**config.mk**
```make
export PLATFORM = sky130hd
export DESIGN_NAME = base64_encoder_line_wrap
export DESIGN_NICKNAME = d
export VERILOG_FILES = /design/src/rtl/b64lw_pkg.sv /design/src/rtl/base64_encoder_line_wrap.sv /design/src/rtl/b64lw_front.sv /design/src/rtl/b64lw_queue.sv /design/src/rtl/b64lw_back.sv
export SDC_FILE = /design/constraint.sdc
export NUM_CORES = 1
export LEC_CHECK = 0
export BUFFER_PORTS_ARGS = -buffer_cell sky130_fd_sc_hd__buf_4
export CORE_MARGIN = 2
export CORE_UTILIZATION = 57
export CTS_CLUSTER_SIZE = 24
export DETAILED_ROUTE_END_ITERATION = 6
export PLACE_DENSITY = 0.86
export SLEW_MARGIN = 20
export SYNTH_ARGS = -nofsm -noshare
export SYNTH_HDL_FRONTEND = slang
export SYNTH_HIERARCHICAL = 1
export SYNTH_SLANG_ARGS = --single-unit
```
**constraint.sdc**
```tcl
create_clock -name clk_i -period 3.4 [get_ports clk_i]
set_input_delay 0.17 -clock clk_i [delete_from_list [all_inputs] [get_ports clk_i]]
set_output_delay 0.17 -clock clk_i [all_outputs]
set_load 0.05 [all_outputs]
```
**src/rtl/b64lw_pkg.sv**
```systemverilog
`timescale 1ns / 1ps
// Package for the base64 encoder with line wrap: payload types, group entry,
// character constants and the six-bit alphabet function. No dependencies.
package b64lw_pkg;

  localparam logic [7:0] WrapThresholdReset = 8'd72;
  localparam int unsigned QueueDepthDefault = 2;

  localparam logic [7:0] CharCr  = 8'd13;
  localparam logic [7:0] CharLf  = 8'd10;
  localparam logic [7:0] CharPad = 8'd61;   // '='
  localparam logic [7:0] CharPlus  = 8'd43; // '+'
  localparam logic [7:0] CharSlash = 8'd47; // '/'
  localparam logic [7:0] CharUpperA = 8'd65;
  localparam logic [7:0] CharLowerA = 8'd97;
  localparam logic [7:0] CharZero   = 8'd48;

  localparam logic [5:0] NumUpper = 6'd26;
  localparam logic [5:0] NumAlpha = 6'd52;
  localparam logic [5:0] NumAlnum = 6'd62;

  typedef struct packed {
    logic [7:0] data_byte;
    logic       is_last;
  } in_t;

  typedef struct packed {
    logic [7:0] out_char;
    logic       last_of_message;
  } out_t;

  // one encoded group waiting for the back end
  typedef struct packed {
    logic [3:0][7:0] chars;
    logic            crlf;
    logic            last;
  } grp_t;

  function automatic logic [7:0] sixbit_char(input logic [5:0] v);
    logic [7:0] ch;
    if (v < NumUpper) begin
      ch = CharUpperA + {2'b00, v};
    end else if (v < NumAlpha) begin
      ch = CharLowerA + {2'b00, v - NumUpper};
    end else if (v < NumAlnum) begin
      ch = CharZero + {2'b00, v - NumAlpha};
    end else if (v == NumAlnum) begin
      ch = CharPlus;
    end else begin
      ch = CharSlash;
    end
    return ch;
  endfunction

endpackage

```
**src/rtl/base64_encoder_line_wrap.sv**
```systemverilog
`timescale 1ns / 1ps
// Top level of the base64 encoder with CR LF line wrapping.
// Depends on b64lw_pkg, b64lw_front, b64lw_queue and b64lw_back.
//
//   channel | signals                        | carries
//   --------+--------------------------------+----------------------------
//   in      | in_valid_i, in_ready_o, in_i   | one raw byte, last flag
//   out     | out_valid_o, out_ready_i, out_o| one character, message end
//   cfg     | cfg_we_i, cfg_data_i           | wrap threshold, no wait
//
// A group of three bytes gives four to six characters, one per cycle from the
// output register while the receiver is ready.
// The output character stream sets the rate; the group queue lets the input
// run ahead by QueueDepth groups. Reset clears all state and sets the
// threshold to 72. Either side may stall without losing items.
module base64_encoder_line_wrap #(
  parameter int unsigned QueueDepth = b64lw_pkg::QueueDepthDefault
) (
  input  logic             clk_i,
  input  logic             rst_ni,
  input  logic             cfg_we_i,
  input  logic [7:0]       cfg_data_i,
  input  logic             in_valid_i,
  output logic             in_ready_o,
  input  b64lw_pkg::in_t   in_i,
  output logic             out_valid_o,
  input  logic             out_ready_i,
  output b64lw_pkg::out_t  out_o
);
  import b64lw_pkg::*;

  grp_t grp_push, grp_head;
  logic push, pop, q_full, q_valid;

  b64lw_front u_front (
    .clk_i      (clk_i),
    .rst_ni     (rst_ni),
    .cfg_we_i   (cfg_we_i),
    .cfg_data_i (cfg_data_i),
    .in_valid_i (in_valid_i),
    .in_ready_o (in_ready_o),
    .in_i       (in_i),
    .q_full_i   (q_full),
    .push_o     (push),
    .grp_o      (grp_push)
  );

  b64lw_queue #(
    .Depth (QueueDepth)
  ) u_queue (
    .clk_i   (clk_i),
    .rst_ni  (rst_ni),
    .push_i  (push),
    .wdata_i (grp_push),
    .full_o  (q_full),
    .valid_o (q_valid),
    .pop_i   (pop),
    .rdata_o (grp_head)
  );

  b64lw_back u_back (
    .clk_i       (clk_i),
    .rst_ni      (rst_ni),
    .q_valid_i   (q_valid),
    .grp_i       (grp_head),
    .pop_o       (pop),
    .out_valid_o (out_valid_o),
    .out_ready_i (out_ready_i),
    .out_o       (out_o)
  );

endmodule

```
**src/rtl/b64lw_front.sv**
```systemverilog
`timescale 1ns / 1ps
// Front end: collects bytes into groups, encodes them, tracks the line count
// and the wrap threshold. Depends on b64lw_pkg.
module b64lw_front (
  input  logic             clk_i,
  input  logic             rst_ni,
  input  logic             cfg_we_i,
  input  logic [7:0]       cfg_data_i,
  input  logic             in_valid_i,
  output logic             in_ready_o,
  input  b64lw_pkg::in_t   in_i,
  input  logic             q_full_i,
  output logic             push_o,
  output b64lw_pkg::grp_t  grp_o
);
  import b64lw_pkg::*;

  logic [7:0] thr_q;
  logic [7:0] held0_q, held0_d, held1_q, held1_d;
  logic [1:0] fill_q, fill_d;
  logic [7:0] line_q, line_d;

  logic       accept, emit, full_grp, crlf;
  logic [7:0] b0, b1, b2;
  logic [8:0] sum;

  assign in_ready_o = !q_full_i;
  assign accept     = in_valid_i && in_ready_o;
  assign full_grp   = (fill_q == 2'd2);
  assign emit       = in_i.is_last || full_grp;
  assign push_o     = accept && emit;

  always_comb begin
    b0   = (fill_q == 2'd0) ? in_i.data_byte : held0_q;
    b1   = (fill_q == 2'd1) ? in_i.data_byte : (full_grp ? held1_q : 8'd0);
    b2   = full_grp ? in_i.data_byte : 8'd0;
    sum  = {1'b0, line_q} + 9'd4;
    crlf = full_grp ? (sum > {1'b0, thr_q}) : (line_q > thr_q);

    grp_o.chars[0] = sixbit_char(b0[7:2]);
    grp_o.chars[1] = sixbit_char({b0[1:0], b1[7:4]});
    grp_o.chars[2] = (fill_q == 2'd0) ? CharPad : sixbit_char({b1[3:0], b2[7:6]});
    grp_o.chars[3] = full_grp ? sixbit_char(b2[5:0]) : CharPad;
    grp_o.crlf     = crlf;
    grp_o.last     = in_i.is_last;

    held0_d = held0_q;
    held1_d = held1_q;
    fill_d  = fill_q;
    line_d  = line_q;
    if (accept) begin
      if (!emit) begin
        if (fill_q == 2'd0) begin
          held0_d = in_i.data_byte;
        end else begin
          held1_d = in_i.data_byte;
        end
        fill_d = fill_q + 2'd1;
      end else begin
        held0_d = 8'd0;
        held1_d = 8'd0;
        fill_d  = 2'd0;
        if (crlf || in_i.is_last) begin
          line_d = 8'd0;
        end else if (full_grp) begin
          line_d = sum[7:0];
        end
      end
    end
  end

  always_ff @(posedge clk_i or negedge rst_ni) begin
    if (!rst_ni) begin
      thr_q   <= WrapThresholdReset;
      held0_q <= 8'd0;
      held1_q <= 8'd0;
      fill_q  <= 2'd0;
      line_q  <= 8'd0;
    end else begin
      if (cfg_we_i) begin
        thr_q <= cfg_data_i;
      end
      held0_q <= held0_d;
      held1_q <= held1_d;
      fill_q  <= fill_d;
      line_q  <= line_d;
    end
  end

endmodule

```
**src/rtl/b64lw_queue.sv**
```systemverilog
`timescale 1ns / 1ps
// Short queue of encoded groups between front and back end.
// Depends on b64lw_pkg.
module b64lw_queue #(
  parameter int unsigned Depth = b64lw_pkg::QueueDepthDefault
) (
  input  logic             clk_i,
  input  logic             rst_ni,
  input  logic             push_i,
  input  b64lw_pkg::grp_t  wdata_i,
  output logic             full_o,
  output logic             valid_o,
  input  logic             pop_i,
  output b64lw_pkg::grp_t  rdata_o
);
  import b64lw_pkg::*;

  localparam int unsigned PtrW = (Depth > 1) ? $clog2(Depth) : 1;
  localparam int unsigned CntW = $clog2(Depth + 1);

  grp_t            mem_q [Depth];
  logic [PtrW-1:0] wptr_q, rptr_q;
  logic [CntW-1:0] cnt_q;

  assign full_o  = (cnt_q == CntW'(Depth));
  assign valid_o = (cnt_q != '0);
  assign rdata_o = mem_q[rptr_q];

  always_ff @(posedge clk_i) begin
    if (push_i) begin
      mem_q[wptr_q] <= wdata_i;
    end
  end

  always_ff @(posedge clk_i or negedge rst_ni) begin
    if (!rst_ni) begin
      wptr_q <= '0;
      rptr_q <= '0;
      cnt_q  <= '0;
    end else begin
      if (push_i) begin
        wptr_q <= (wptr_q == PtrW'(Depth - 1)) ? '0 : wptr_q + 1'b1;
      end
      if (pop_i) begin
        rptr_q <= (rptr_q == PtrW'(Depth - 1)) ? '0 : rptr_q + 1'b1;
      end
      if (push_i && !pop_i) begin
        cnt_q <= cnt_q + 1'b1;
      end else if (pop_i && !push_i) begin
        cnt_q <= cnt_q - 1'b1;
      end
    end
  end

endmodule

```
**src/rtl/b64lw_back.sv**
```systemverilog
`timescale 1ns / 1ps
// Back end: walks one queued group character by character into the output
// register, adding CR LF where flagged. Depends on b64lw_pkg.
module b64lw_back (
  input  logic             clk_i,
  input  logic             rst_ni,
  input  logic             q_valid_i,
  input  b64lw_pkg::grp_t  grp_i,
  output logic             pop_o,
  output logic             out_valid_o,
  input  logic             out_ready_i,
  output b64lw_pkg::out_t  out_o
);
  import b64lw_pkg::*;

  logic [2:0] idx_q;
  logic       out_valid_q;
  out_t       out_q;
  logic       load, final_char;
  logic [7:0] ch;

  assign load        = q_valid_i && (!out_valid_q || out_ready_i);
  assign final_char  = grp_i.crlf ? (idx_q == 3'd5) : (idx_q == 3'd3);
  assign pop_o       = load && final_char;
  assign out_valid_o = out_valid_q;
  assign out_o       = out_q;

  always_comb begin
    case (idx_q)
      3'd0:    ch = grp_i.chars[0];
      3'd1:    ch = grp_i.chars[1];
      3'd2:    ch = grp_i.chars[2];
      3'd3:    ch = grp_i.chars[3];
      3'd4:    ch = CharCr;
      default: ch = CharLf;
    endcase
  end

  always_ff @(posedge clk_i) begin
    if (load) begin
      out_q.out_char        <= ch;
      out_q.last_of_message <= grp_i.last && final_char;
    end
  end

  always_ff @(posedge clk_i or negedge rst_ni) begin
    if (!rst_ni) begin
      idx_q       <= 3'd0;
      out_valid_q <= 1'b0;
    end else begin
      if (load) begin
        out_valid_q <= 1'b1;
        idx_q       <= final_char ? 3'd0 : idx_q + 3'd1;
      end else if (out_ready_i) begin
        out_valid_q <= 1'b0;
      end
    end
  end

endmodule

```
==> flow_metrics.tcl, run 1 <==
set metrics [dict create \
    cts-resized-gates 0 \
    fill_cells 1003 \
    maxCapViolCount 0 \
    path_class "flop to flop" \
    timing.hold.ws_ps 23.6 \
    die_y_um 121 \
    hold_viol_final 0 \
    setup-violations-final 0 \
    status "finished, violations left" \
    grt_remaining_overflow 0 \
    multi_input_area_um2 4010 \
    violations "DRC" \
    path_buf_inv 3 \
    cts_buffers 17 \
    endpoint_kind "flop" \
    cts_tree "built" \
    setup_ws_ps 242 \
    ys_seq_elements 117 \
    slew_headroom_pct 44.5 \
    start_util_pct 58.5 \
    clk_pin_slew_ps 50 \
    regArea_um2 3320 \
    vias 5961 \
    worstPathMaxFanout 23 \
    ys_seq_area_share_pct 42.8 \
    yosysMostFrequentCell "edfxtp_1" \
    leakagePower_nw 3.66 \
    fin_skew_ps 4.90 \
    coreArea_um2 13200 \
    place_area_um2 8070 \
    crit_chain "inv_1 > ha_1 > buf_4 > a22o_1 > inv_1 > ha_1 > nor2b_1 > a2111o_1 > o211ai_1 > or3b_1 > a41oi_2" \
    syn-cell-area_um2 7750 \
    firstDrtPassIters 7 \
    drt_wl_total_um 18300 \
    dieArea_um2 14500 \
    ant_nets 0 \
    syn_inst 700 \
    grt_max_degree 41 \
    dp.cells 889 \
    critPathTopFamily "compound AO/OA/AOI/OAI gates" \
    cts_root_buffer "clkbuf_16" \
    crit_slowest_cell "a2111o_1" \
    drive_above_1_share_pct 19.2 \
    tightest_slew_ps 811 \
    grt_pass1_vias 5793 \
    fmax_mhz 317 \
    drv_slew 0 \
    n_antenna_cell 0 \
    synth_nets 785 \
    avgViaCountPerCell 6.40 \
    rows 42 \
    io_buffers 32 \
    avgSynthCellArea_um2 11.1 \
    start_kind "flop" \
    dpl_worst_slack_ps 365 \
    first_iter_violations 527 \
    ios 33 \
    synth-edff-count 77 \
    max_stage_delay_ps 500 \
    fin_area_um2 8840 \
    drc_errors 4 \
    wl_per_cell_um 19.6 \
    yosys.area.top_type "edfxtp_1" \
    yosysWarnings 6 \
    rsz0062_at_grt "no" \
    clock-sinks 117 \
    clk_path_buf_depth 2 \
    netlist.area_leader.share_pct 29.8 \
    grt_pass1_wl_um 29500 \
    die_x_um 121 \
    fin_cells 932 \
    cp.arrival_ps 3410 \
    place.gp.congestion 0.929 \
    htreeDepth 4 \
    dpl.hpwl_um 12900 \
    powerDensity_nw_per_um2 980 \
    grt_use_total_pct 26.3 \
    synth_cell_types 86 \
    clock_latency_ps 420 \
    synth.top_cells.by_area "edfxtp_1, dfrtp_1, ha_1, mux2_4, nand2_1" \
    ir_drop_v 0.000615 \
    hold_path.class "input port to flop" \
    period_share_pct 92.9 \
    final_net_count 828 \
    synth_common_cells "edfxtp_1, nand2_1, ha_1" \
    min_period_ps 3160 \
    async_flop_share_pct 34.2 \
    antenna_found_initial 0 \
    cp.required_ps 3650 \
    synth_flop_cell "edfxtp_1" \
    area_growth_pct 14.1 \
    setup_tns_ps 0 \
]
-- path summary, 6_finish.rpt --
path                       cells after the start  slack, ps                             end                      startpoint
min reg2reg                                    2        490  u_front/held0_q[4]$_DFFE_PN0P_  u_front/held0_q[4]$_DFFE_PN0P_
max                                           11        240  u_queue/mem_q[1][22]$_DFFE_PP_   u_front/fill_q[1]$_DFFE_PN0P_
max in group asynchronous                      2       2720      u_queue/rptr_q$_DFFE_PN0P_                          rst_ni
min                                            2         20    u_front/thr_q[3]$_DFFE_PN1P_                        cfg_we_i
max reg2reg                                   11        240  u_queue/mem_q[1][22]$_DFFE_PP_   u_front/fill_q[1]$_DFFE_PN0P_
min in group asynchronous                      2        280    u_front/thr_q[7]$_DFFE_PN0P_                          rst_ni
-- layout make-up --
type | instances | share of cell area [%]
flip-flops and latches | 117 | 37.5
well taps | 176 | 2.49
clock inverters | 11 | 2.21
inverters | 46 | 1.95
multi-input cells | 504 | 45.4
clock buffers | 21 | 5.32
repair buffers | 57 | 5.15
-- power breakdown --
part,internal [mW],switching [mW]
Combinational,1.71,2.57
Clock,1.36,0.623
Sequential,2.16,0.238
Total,5.23,3.43
-- cells by family (layout without fill, tap and decap cells) --
kind of cell             Yosys count  after routing  synth area share (%)
AO/OA/AOI/OAI                    164            164                  15.6
flip-flops                       117            117                  42.8
multiplexers                      53             53                  9.28
adder cells (fa/ha/maj)           63             63                  10.2
AND/OR/NAND/NOR                  183            183                  11.8
XOR/XNOR                          41             41                  4.81
buffers and inverters             79            135                  5.52
-- metrics by stage --
step                util, %  total power [mW]
global route           66.8              9.12
floorplan                 -              5.66
finish                 66.8              8.66
global placement       60.9              6.35
CTS                    66.8              8.62
detailed placement     60.9              6.57
-- state kept, by name (all words and copies together) (netlist names), 2 cells and up --
signal	count
u_queue/mem_q	68
u_front/thr_q	8
u_queue/cnt_q	2
u_back/idx_q	3
u_front/held0_q	8
u_front/fill_q	2
u_front/line_q	6
u_back/out_o	9
u_front/held1_q	8
-- cell usage in the layout (no fill, tap or decap), types with 4 or more instances in the layout --
| master | Yosys | routed |
|---|---|---|
| a222oi_1 | 5 | 5 |
| edfxtp_1 | 77 | 77 |
| nand2b_1 | 7 | 7 |
| o21ai_0 | 21 | 21 |
| a21o_1 | 6 | 6 |
| xor2_1 | 15 | 15 |
| o211ai_1 | 4 | 4 |
| o21ai_1 | 16 | 16 |
| nor3_1 | 5 | 5 |
| a22o_1 | 10 | 10 |
| nand4_1 | 5 | 5 |
| nor2_1 | 28 | 28 |
| xnor2_1 | 25 | 25 |
| a21oi_1 | 23 | 23 |
| inv_1 | 38 | 38 |
| nand2_1 | 68 | 68 |
| buf_4 | 4 | 46 |
| o221ai_1 | 4 | 4 |
| a32o_1 | 5 | 5 |
| nand3b_1 | 7 | 7 |
| clkbuf_16 | 0 | 17 |
| mux2_4 | 29 | 29 |
| mux2i_1 | 9 | 9 |
| o22ai_1 | 4 | 4 |
| and3_1 | 4 | 4 |
| nand3_1 | 24 | 24 |
| nor2b_1 | 6 | 5 |
| mux2_2 | 11 | 11 |
| dlygate4sd3_1 | 0 | 11 |
| a211oi_1 | 11 | 11 |
| and2_1 | 7 | 7 |
| a2111oi_0 | 4 | 4 |
| bufinv_16 | 0 | 5 |
| ha_1 | 63 | 63 |
| inv_2 | 8 | 8 |
| dfrtp_1 | 38 | 37 |
-- routing by layer --
metal	routed length, µm	track usage [%]
met2	8740	43.1
met5	0	0
met4	527	10.5
met3	1380	5.47
met1	7660	34.2
-- what timing repair did --
item	4_1_cts	5_1_grt
hold endpoints to repair	49	0
buffers inserted	0	0
endpoints found under the setup margin	0	0
hold buffers	11	0
Note: power is estimated with default switching activity, not from simulation.
==> inputs of run 2 (changes only) <==
- GPL_TIMING_DRIVEN: not set -> 0
==> run 2 against run 1 <==
Compared with the run above: the flow now finishes without violations; via count grew 1.5%; cell count grew 2.4%; total power grew 1.0%; critical path depth is the same; non-clock buffer count grew 22; clock skew grew 6.9 ps; register-to-register slack lost 170 ps; sequential power is essentially flat; hold slack gained 12 ps; die area is the same.
==> flow_metrics.tcl, run 2 (synthesis results as in run 1) <==
set metrics [dict create \
    hold_path.class "input port to flop" \
    coreArea_um2 13200 \
    grt_pass1_vias 5916 \
    firstDrtPassIters 5 \
    setup-violations-final 0 \
    fin_area_um2 9060 \
    area_growth_pct 16.9 \
    crit_slowest_cell "o41ai_1" \
    place.gp.congestion 0.966 \
    seqPwrFrac_pct 27.2 \
    dpl.hpwl_um 12800 \
    io_buffers 30 \
    dp.cells 908 \
    largest_register_ffs 68 \
    drt_wl_total_um 18800 \
    place_area_um2 8250 \
    clock_latency_ps 410 \
    powerDensity_nw_per_um2 966 \
    period_share_pct 97.9 \
    critPathTopFamily "compound AO/OA/AOI/OAI gates" \
    leakagePower_nw 3.76 \
    antenna_found_initial 0 \
    start_util_pct 58.5 \
    grt_use_total_pct 26.6 \
    cts_buffers 17 \
    grt_remaining_overflow 0 \
    hold_viol_final 0 \
    final_net_count 850 \
    p_sw_mw 3.53 \
    die_y_um 121 \
    layout_commonest_cell "edfxtp_1" \
    slew_headroom_pct 52.4 \
    vias 6050 \
    cp.required_ps 3540 \
    drv_slew 0 \
    setup_tns_ps 0 \
    avgViaCountPerCell 6.34 \
    clockPowerShare_pct 19.7 \
    p_comb_share_pct 53.1 \
    clock-sinks 117 \
    path_buf_inv 2 \
    sw_frac_of_total_pct 40.3 \
    crit_chain "buf_4 > ha_1 > buf_4 > nand3b_1 > nand2_1 > ha_1 > a21oi_1 > a211oi_1 > nor2_1 > o41ai_1 > o21bai_1" \
    fin_skew_ps 11.8 \
    min_period_ps 3330 \
    clk_path_buf_depth 2 \
    tightest_slew_ps 694 \
    cts_root_buffer "clkbuf_16" \
    htreeDepth 4 \
    total_power_mw 8.75 \
    intPower_mw 5.22 \
    grt_max_degree 41 \
    wl_per_cell_um 19.7 \
    grt_pass1_wl_um 29800 \
    endpoint_kind "flop" \
    first_iter_violations 657 \
    worstPathMaxFanout 10 \
    ios 33 \
    drc_errors 0 \
    cp.arrival_ps 3460 \
    max_stage_delay_ps 460 \
    cts_tree "built" \
    clk_pin_slew_ps 50 \
    fin_cells 954 \
    dieArea_um2 14500 \
    start_kind "flop" \
    ant_nets 0 \
    drive_above_1_share_pct 22.4 \
    setup_ws_ps 72.4 \
    maxCapViolCount 0 \
    fmax_mhz 301 \
    regMostFlops "u_queue/mem_q" \
    final_core_util_pct 68.4 \
    layout_common_cells "edfxtp_1, nand2_1, ha_1" \
    n_antenna_cell 0 \
    die_x_um 121 \
    rows 42 \
    path_class "flop to flop" \
    status "complete, no violations" \
    dpl_worst_slack_ps -526 \
    timing.hold.ws_ps 35.6 \
    ir_drop_v 0.000489 \
]
==> run 2: cell types whose count changed in the layout (fill, tap and decap cells not counted), moves of 3 or more <==
cell | previous run | this run
buf_2 | 0 | 11
bufinv_16 | 5 | 1
clkbuf_1 | 1 | 8
ha_1 | 63 | 60
buf_12 | 0 | 4
buf_6 | 0 | 9
buf_4 | 46 | 40
==> run 2: timing repair <==
item | 4_1_cts | 5_1_grt
buffers inserted | 2 | 5
pin swaps | 3 | 3
hold endpoints to repair | 46 | 0
endpoints found under the setup margin | 44 | 44
hold buffers | 9 | 0
gates resized for setup | 10 | 10
==> run 2: final timing paths <==
| path | from | endpoint | slack, ps | depth (start not counted) |
|---|---|---|---|---|
| min in group asynchronous | rst_ni | u_front/thr_q[2]$_DFFE_PN0P_ | 290 | 2 |
| max in group asynchronous | rst_ni | u_front/thr_q[6]$_DFFE_PN1P_ | 2740 | 2 |
| min | in_i[0] | u_front/line_q[4]$_DFFE_PN0P_ | 40 | 2 |
| max reg2reg | u_front/fill_q[0]$_DFFE_PN0P_ | u_queue/mem_q[1][16]$_DFFE_PP_ | 70 | 11 |
| max | u_front/fill_q[0]$_DFFE_PN0P_ | u_queue/mem_q[1][16]$_DFFE_PP_ | 70 | 11 |
| min reg2reg | u_queue/cnt_q[1]$_DFFE_PN0P_ | u_queue/cnt_q[1]$_DFFE_PN0P_ | 490 | 1 |
==> run 2: per-layer routing <==
metal / vias up / track usage (%) / part of all wire [%]
met1: 2910 / 34.4 / 40
met4: 0 / 12.3 / 3.0
li1: 2722 / - / -
met5: - / 0 / 0
met3: 53 / 5.38 / 8.3
met2: 365 / 43.0 / 49
==> run 2: cell type report <==
cell class	instances	area, µm²
buffer	31	258
clock buffer	25	517
clock inverter	7	67.6
fill	921	4180
inverter	46	173
multi-input combinational	504	4100
sequential	117	3320
tap	176	220
timing repair buffer	48	415
==> run 2: power by group through the flow <==
stage,combinational (mW),clock (mW),sequential (mW)
finish,4.65,1.72,2.38
global route,4.97,1.81,2.42
CTS,4.46,1.74,2.38
detailed placement,4.31,0,2.39
global placement,4.13,0,2.37
floorplan,3.11,0,2.55
==> run 2: worst reg2reg max path: stages, from the launching register on <==
cell and delay, ps:
dfrtp_1 410, buf_4 140, ha_1 250, buf_4 190
nand3b_1 250, nand2_1 260, ha_1 310, a21oi_1 110
a211oi_1 380, nor2_1 170, o41ai_1 460, o21bai_1 130
